===== src/rtl/indexed_sequence_store_top_macros.svh =====
// Assertion macros for the indexed sequence store
`ifndef INDEXED_SEQUENCE_STORE_TOP_MACROS_SVH
`define INDEXED_SEQUENCE_STORE_TOP_MACROS_SVH

// check that a property holds at every clock edge out of reset
`define ISQ_ASSERT(name, prop, msg) \
	name: assert property (@(posedge clk) disable iff (!arst_n) prop) else $error(msg);

// check that a condition never occurs out of reset
`define ISQ_NEVER(name, cond, msg) \
	name: assert property (@(posedge clk) disable iff (!arst_n) !(cond)) else $error(msg);

`endif


===== src/rtl/isq_pkg.sv =====
// Types and constants shared by the indexed sequence store
`default_nettype none

package isq_pkg;

	localparam logic [2:0] KIND_INSERT   = 3'd0;
	localparam logic [2:0] KIND_ERASE    = 3'd1;
	localparam logic [2:0] KIND_GET      = 3'd2;
	localparam logic [2:0] KIND_SET      = 3'd3;
	localparam logic [2:0] KIND_LENGTH   = 3'd4;
	localparam logic [2:0] KIND_CAPACITY = 3'd5;

	localparam logic [1:0] ST_OK    = 2'd0;
	localparam logic [1:0] ST_RANGE = 2'd1;
	localparam logic [1:0] ST_FULL  = 2'd2;

	localparam int unsigned CAP_EMPTY = 1;
	localparam int unsigned CAP_FIRST = 2;

	typedef struct packed {
		logic [2:0]         kind;
		logic [8:0]         position;
		logic signed [31:0] item_value;
		logic [8:0]         erase_count;
	} cmd_word_t;

	typedef struct packed {
		logic [1:0]         status;
		logic signed [31:0] answer;
	} result_word_t;

	typedef enum logic {
		ALU_ADD,
		ALU_SUB
	} alu_op_t;

	typedef enum logic [3:0] {
		S_IDLE,
		S_CHK,
		S_CAP,
		S_CLIP,
		S_ESRC,
		S_EMOV,
		S_ELEN,
		S_INS,
		S_INSV,
		S_GET
	} state_t;

endpackage

`default_nettype wire


===== src/rtl/isq_alu.sv =====
// Shared add, subtract and compare unit of the sequencer
`default_nettype none

module isq_alu #(
	parameter int W = 10
) (
	input  wire isq_pkg::alu_op_t op,
	input  wire logic [W-1:0]     a,
	input  wire logic [W-1:0]     b,
	output logic      [W-1:0]     res,
	output logic                  lt
);

	import isq_pkg::*;

	logic [W:0]   sum;
	logic [W-1:0] b_eff;
	logic         cin;

	always_comb begin
		cin   = (op == ALU_SUB);
		b_eff = cin ? ~b : b;
		sum   = {1'b0, a} + {1'b0, b_eff} + (W+1)'(cin);
		res   = sum[W-1:0];
		lt    = cin & ~sum[W];
	end

endmodule

`default_nettype wire


===== config.mk =====
export PLATFORM = sky130hd
export DESIGN_NAME = isq_alu
export DESIGN_NICKNAME = d
export VERILOG_FILES = /design/src/rtl/indexed_sequence_store_top_macros.svh /design/src/rtl/isq_pkg.sv /design/src/rtl/isq_alu.sv
export SDC_FILE = /design/constraint.sdc
export NUM_CORES = 1
export LEC_CHECK = 0
export BUFFER_PORTS_ARGS = -buffer_cell sky130_fd_sc_hd__buf_4
export CAP_MARGIN = 10
export CELL_PAD_IN_SITES_DETAIL_PLACEMENT = 1
export CELL_PAD_IN_SITES_GLOBAL_PLACEMENT = 1
export CORE_MARGIN = 3
export CORE_UTILIZATION = 30
export DETAILED_ROUTE_END_ITERATION = 16
export PLACE_DENSITY_LB_ADDON = 0.15
export RECOVER_POWER = 50
export SYNTH_ARGS = -nofsm -noshare
export SYNTH_HDL_FRONTEND = slang
export SYNTH_SLANG_ARGS = --single-unit
export TNS_END_PERCENT = 1

===== constraint.sdc =====
create_clock -name vclk -period 2.6
set_input_delay 0.26 -clock vclk [all_inputs]
set_output_delay 0.26 -clock vclk [all_outputs]
set_load 0.005 [all_outputs]

==> results.yml, run 1 <==
logic_synthesis:
  synthTopCellsByCount: "xor2_1, ha_1, nor2_1"
  syn_area_um2: 547
  synth_area_leaders: "ha_1, xor2_1, xnor2_1"
  ys.warnings.count: 0
  seq_area_frac_synth_pct: 0
  syn_nets: 101
  synthCells: 69
  syn_area_per_cell_um2: 7.92
  yosysTopAreaCell: "ha_1"
  synth.distinct_cells: 28
  yosysMostFrequentCell: "xor2_1"
  synth.top_cell.area_share_pct: 22.9
worst_hold_path:
  hp-class: "in2out"
  worstHoldPathCells: 3
setup_path:
  worstSetupPathType: "in2out"
  setup.worst_path.start_class: "input port"
  endpoint_kind: "output pin"
  critical_path_required_ns: 2.34
  worst-path-max-fanout: 5
  worstPathArrival_ns: 2.24
place:
  gp_congestion: 0.739
  pre_cts_slack_ns: 0.0460
  port-buffer-count: 32
  place_hpwl_um: 1400
grt:
  grtUsageTotal_pct: 13.1
  grt_first_pass_wirelength_um: 2700
  grt-ovfl-total: 0
  antenna_found_initial: 0
  grt_pass1_vias: 637
  grt_max_degree: 8
cells_and_area:
  diodes: 0
  drive_gt1_share_pct: 43.4
  area_growth_pct: 57.2
  nNetsFinal: 140
  nClkBuffers: 0
  design.seq.count: 0
  seq_area_um2: 0
  fill_cells: 215
timing:
  finalCriticalPeriod_ns: 2.50
  fmax_mhz: 400
  report.final.slew_viol_count: 0
  tightest_slew_ns: 0.303
  period_share_pct: 96.1
  relSlewSlack_pct: 79.5
  setup_violations: 0
  timing.final.ws_setup_ns: 0.102
  final-hold-violation-count: 0
job:
  maxCapViolCount: 0
floorplanning:
  num_rows: 14
  start_util_pct: 33.9
  die_area_um2: 2370
  die_h_um: 48.7
  die_x_um: 48.7
  core_area_um2: 1610
  io-pin-count: 32
power_and_ir_drop:
  peakVddDrop_uv: 195
  power_mw: 0.296
  powerDensity_nw_per_um2: 345
  p_leak_nw: 0.440
clock_network:
  cts_hold_buf: 0
routing:
  vias: 656
  post_drt_wl_per_cell_um: 12.2
  drt_iter0_markers: 4
  routed_wl_um: 1590
  ant_nets: 0
  drt_first_pass_iters: 4
  drc: 0
  avgViaCountPerCell: 5.05
status:
  status: "finished clean"
[final cells by class]
class                           instances  area, um^2  area share, %
Multi-Input combinational cell         67         541           62.9
Timing Repair Buffer                   38         285           33.2
Tap cell                               24        30.0           3.49
Inverter                                1        3.75          0.437
[cell usage in the layout (no fill, tap or decap)]
cell type and instances:
nand3b_1 1, a31oi_1 2, xor2_1 12, o21ai_0 3
and3_2 1, and4_2 1, nor2b_1 1, a211oi_2 1
a21oi_1 5, nor2_1 7, and4_1 1, nand2b_1 1
xnor2_1 4, buf_4 35, o311ai_0 1, ha_1 10
nand2_1 4, a21o_2 2, a211o_1 1, clkbuf_4 3
inv_1 1, fa_2 1, o21a_1 1, a211oi_1 1
o32a_2 1, or3_1 1, and2_1 1, mux2_2 1
a21o_1 2
[worst max-delay path, cell delays in order]
cell	delay, ns
buf_4	0.13
buf_4	0.16
xor2_1	0.16
ha_1	0.35
a211oi_2	0.23
nor2_1	0.07
o21a_1	0.19
o32a_2	0.39
a31oi_1	0.17
buf_4	0.13
[path summary, 6_finish.rpt]
check | to | from | slack [ns]
setup / recovery | lt | op | 0.10
hold / removal | res[0] | a[0] | 0.79
[routing by layer]
metal	track usage [%]	vias up	part of all wire [%]
li1	-	328	-
met1	18.8	305	47
met2	22.6	23	47
met3	0.920	0	6.5
met4	0	0	0
met5	0	-	0
[power breakdown]
group / switching [mW] / internal (mW) / total, mW
combinational: 0.130 / 0.166 / 0.296
clock: 0 / 0 / 0
sequential: 0 / 0 / 0
[cells by family (layout without fill, tap and decap cells)]
group / after synthesis / in the layout / share of synthesized area, %
AO/OA/AOI/OAI: 20 / 20 / 25.9
XOR/XNOR: 16 / 16 / 25.6
adder cells (fa/ha/maj): 11 / 11 / 26.5
buffers and inverters: 2 / 39 / 1.60
multiplexers: 1 / 1 / 2.06
AND/OR/NAND/NOR: 19 / 19 / 18.3
[repair_timing]
item                                   4_1_cts  5_1_grt
gates resized for setup                      0        1
setup buffers                                0        2
setup endpoints to repair                    0        2
endpoints found under the hold margin        0        0
[stage by stage]
| stage | hold WS (ns) | std cells | setup TNS, ns | instance area [um^2] | util (%) |
|---|---|---|---|---|---|
| 6_report | 0.792 | 130 | 0 | 860 | 53.3 |
| 5_1_grt | 0.806 | 130 | -0.00543 | 860 | 53.3 |
| 4_1_cts | 0.790 | 128 | 0 | 842 | 52.3 |
| 3_5_place_dp | 0.790 | 128 | 0 | 842 | 52.3 |
| 3_3_place_gp | 0.788 | 128 | 0 | 842 | 52.3 |
| 2_1_floorplan | 0.571 | 69 | 0 | 547 | - |
(Power assumes the default switching activity.)
==> run 2: changes to the inputs <==
--- a/config.mk
+++ b/config.mk
@@ -12,6 +12,7 @@
 export CORE_MARGIN = 3
 export CORE_UTILIZATION = 30
 export DETAILED_ROUTE_END_ITERATION = 16
+export GPL_TIMING_DRIVEN = 0
 export PLACE_DENSITY_LB_ADDON = 0.15
 export RECOVER_POWER = 50
 export SYNTH_ARGS = -nofsm -noshare
==> run 2 against run 1 <==
Clock-buffer cell count stayed put. Die area stayed put. Via count down 2.1%. Wire length is 0.25% higher. Sequential share of layout area stayed put. Fmax grew 0.85%. Critical path depth did not move. Combinational power is 3% lower.
==> results.yml, run 2 (synthesized netlist as in run 1, its figures left out) <==
routing:
  post_drt_wl_per_cell_um: 12.6
  drt_first_pass_iters: 4
  drc: 0
  ant_nets: 0
  drt_iter0_markers: 4
  vias: 642
  avgViaCountPerCell: 5.06
  routed_wl_um: 1600
power_and_ir_drop:
  powerDensity_nw_per_um2: 339
  intPower_mw: 0.162
  p_comb_share_pct: 100.0
  switching_power_mw: 0.126
  power_mw: 0.288
  p_leak_nw: 0.426
  pwr-share-clk_pct: 0
  power_frac_seq_pct: 0
  peakVddDrop_uv: 149
  swShare_pct: 43.7
cells_and_area:
  seq_area_um2: 0
  nNetsFinal: 137
  final_common_cell: "buf_4"
  final_cell_mix: "buf_4, xor2_1, ha_1, nor2_1, a21oi_1"
  finalNonFillerCells: 127
  diodes: 0
  post-route-util_pct: 52.8
  fill_cells: 215
  area_growth_pct: 55.6
  nClkBuffers: 0
  design.seq.count: 0
  drive_gt1_share_pct: 43.7
setup_path:
  endpoint_kind: "output pin"
  cpMaxStageDelayCell: "fa_2"
  critical_path_required_ns: 2.34
  path_delay_family: "compound AO/OA/AOI/OAI gates"
  cp.depth: 10
  critPathMaxStageDelay_ns: 0.38
  worstSetupPathType: "in2out"
  worstPathArrival_ns: 2.22
  crit_path_frequent_cell: "buf_4"
  path_cells: "buf_4 -> buf_6 -> xor2_2 -> fa_2 -> a211oi_2 -> nor2_1 -> o21a_1 -> o32a_2 -> xor2_1 -> buf_4"
  setup.worst_path.start_class: "input port"
  worst-path-max-fanout: 10
  crit_buf_inv: 3
floorplanning:
  io-pin-count: 32
  die_h_um: 48.7
  start_util_pct: 33.9
  die_area_um2: 2370
  num_rows: 14
  die_x_um: 48.7
  core_area_um2: 1610
timing:
  report.final.slew_viol_count: 0
  final-hold-violation-count: 0
  relSlewSlack_pct: 79.1
  rsz0062_at_grt: "false"
  fmax_mhz: 404
  period_share_pct: 95.3
  setup_violations: 0
  timing.setup.tns_ns: 0
  tightest_slew_ns: 0.310
  timing.final.ws_setup_ns: 0.123
  finalCriticalPeriod_ns: 2.48
worst_hold_path:
  worstHoldPathCells: 3
  hp-class: "in2out"
grt:
  grt-ovfl-total: 0
  grtUsageTotal_pct: 13.9
  antenna_found_initial: 0
  grt_first_pass_wirelength_um: 2850
  grt_max_degree: 11
  grt_pass1_vias: 664
place:
  place_hpwl_um: 1350
  gp_congestion: 0.683
  pre_cts_slack_ns: -0.162
  port-buffer-count: 32
  post-place-cells: 125
job:
  maxCapViolCount: 0
status:
  status: "finished clean"
[run 2: worst paths after layout]
kind  from     end  slack [ns]
max     op  res[8]        0.12
min   a[0]  res[0]        0.79
[run 2: area by class of cell]
type | count | area, um^2 | area share, %
well taps | 24 | 30.0 | 3.53
multi-input cells | 67 | 551 | 64.7
repair buffers | 34 | 255 | 30.0
plain buffers | 1 | 11.3 | 1.32
inverters | 1 | 3.75 | 0.441
[run 2: worst min-delay path, delay by kind of cell]
| kind | cells | cell delay (ns) |
|---|---|---|
| buf+inv | 2 | 0.22 |
| xor+xnor | 1 | 0.06 |
[run 2: repair_timing]
item | in CTS | in global routing
resized for setup | 4 | 1
pin swaps | 1 | 4
setup buffers | 1 | 1
gates cloned | 0 | 0
hold buffers | 0 | 0
setup endpoints to repair | 2 | 2
[run 2: power by group through the flow]
stage / sequential [mW] / clock, mW / combinational, mW
detailed placement: 0 / 0 / 0.283
global route: 0 / 0 / 0.324
finish: 0 / 0 / 0.288
floorplan: 0 / 0 / 0.157
global placement: 0 / 0 / 0.274
CTS: 0 / 0 / 0.289
[run 2: routing by layer]
metal	global-route usage, %	wire (um)
met3	0.920	57
met4	0	0
met5	0	0
met2	26.7	833
met1	17.8	704
[run 2: per-stage QoR]
step / hold WS (ns) / area, um^2
floorplan: 0.571 / 547
global placement: 0.787 / 817
detailed placement: 0.794 / 817
CTS: 0.794 / 841
global route: 0.810 / 851
finish: 0.794 / 851
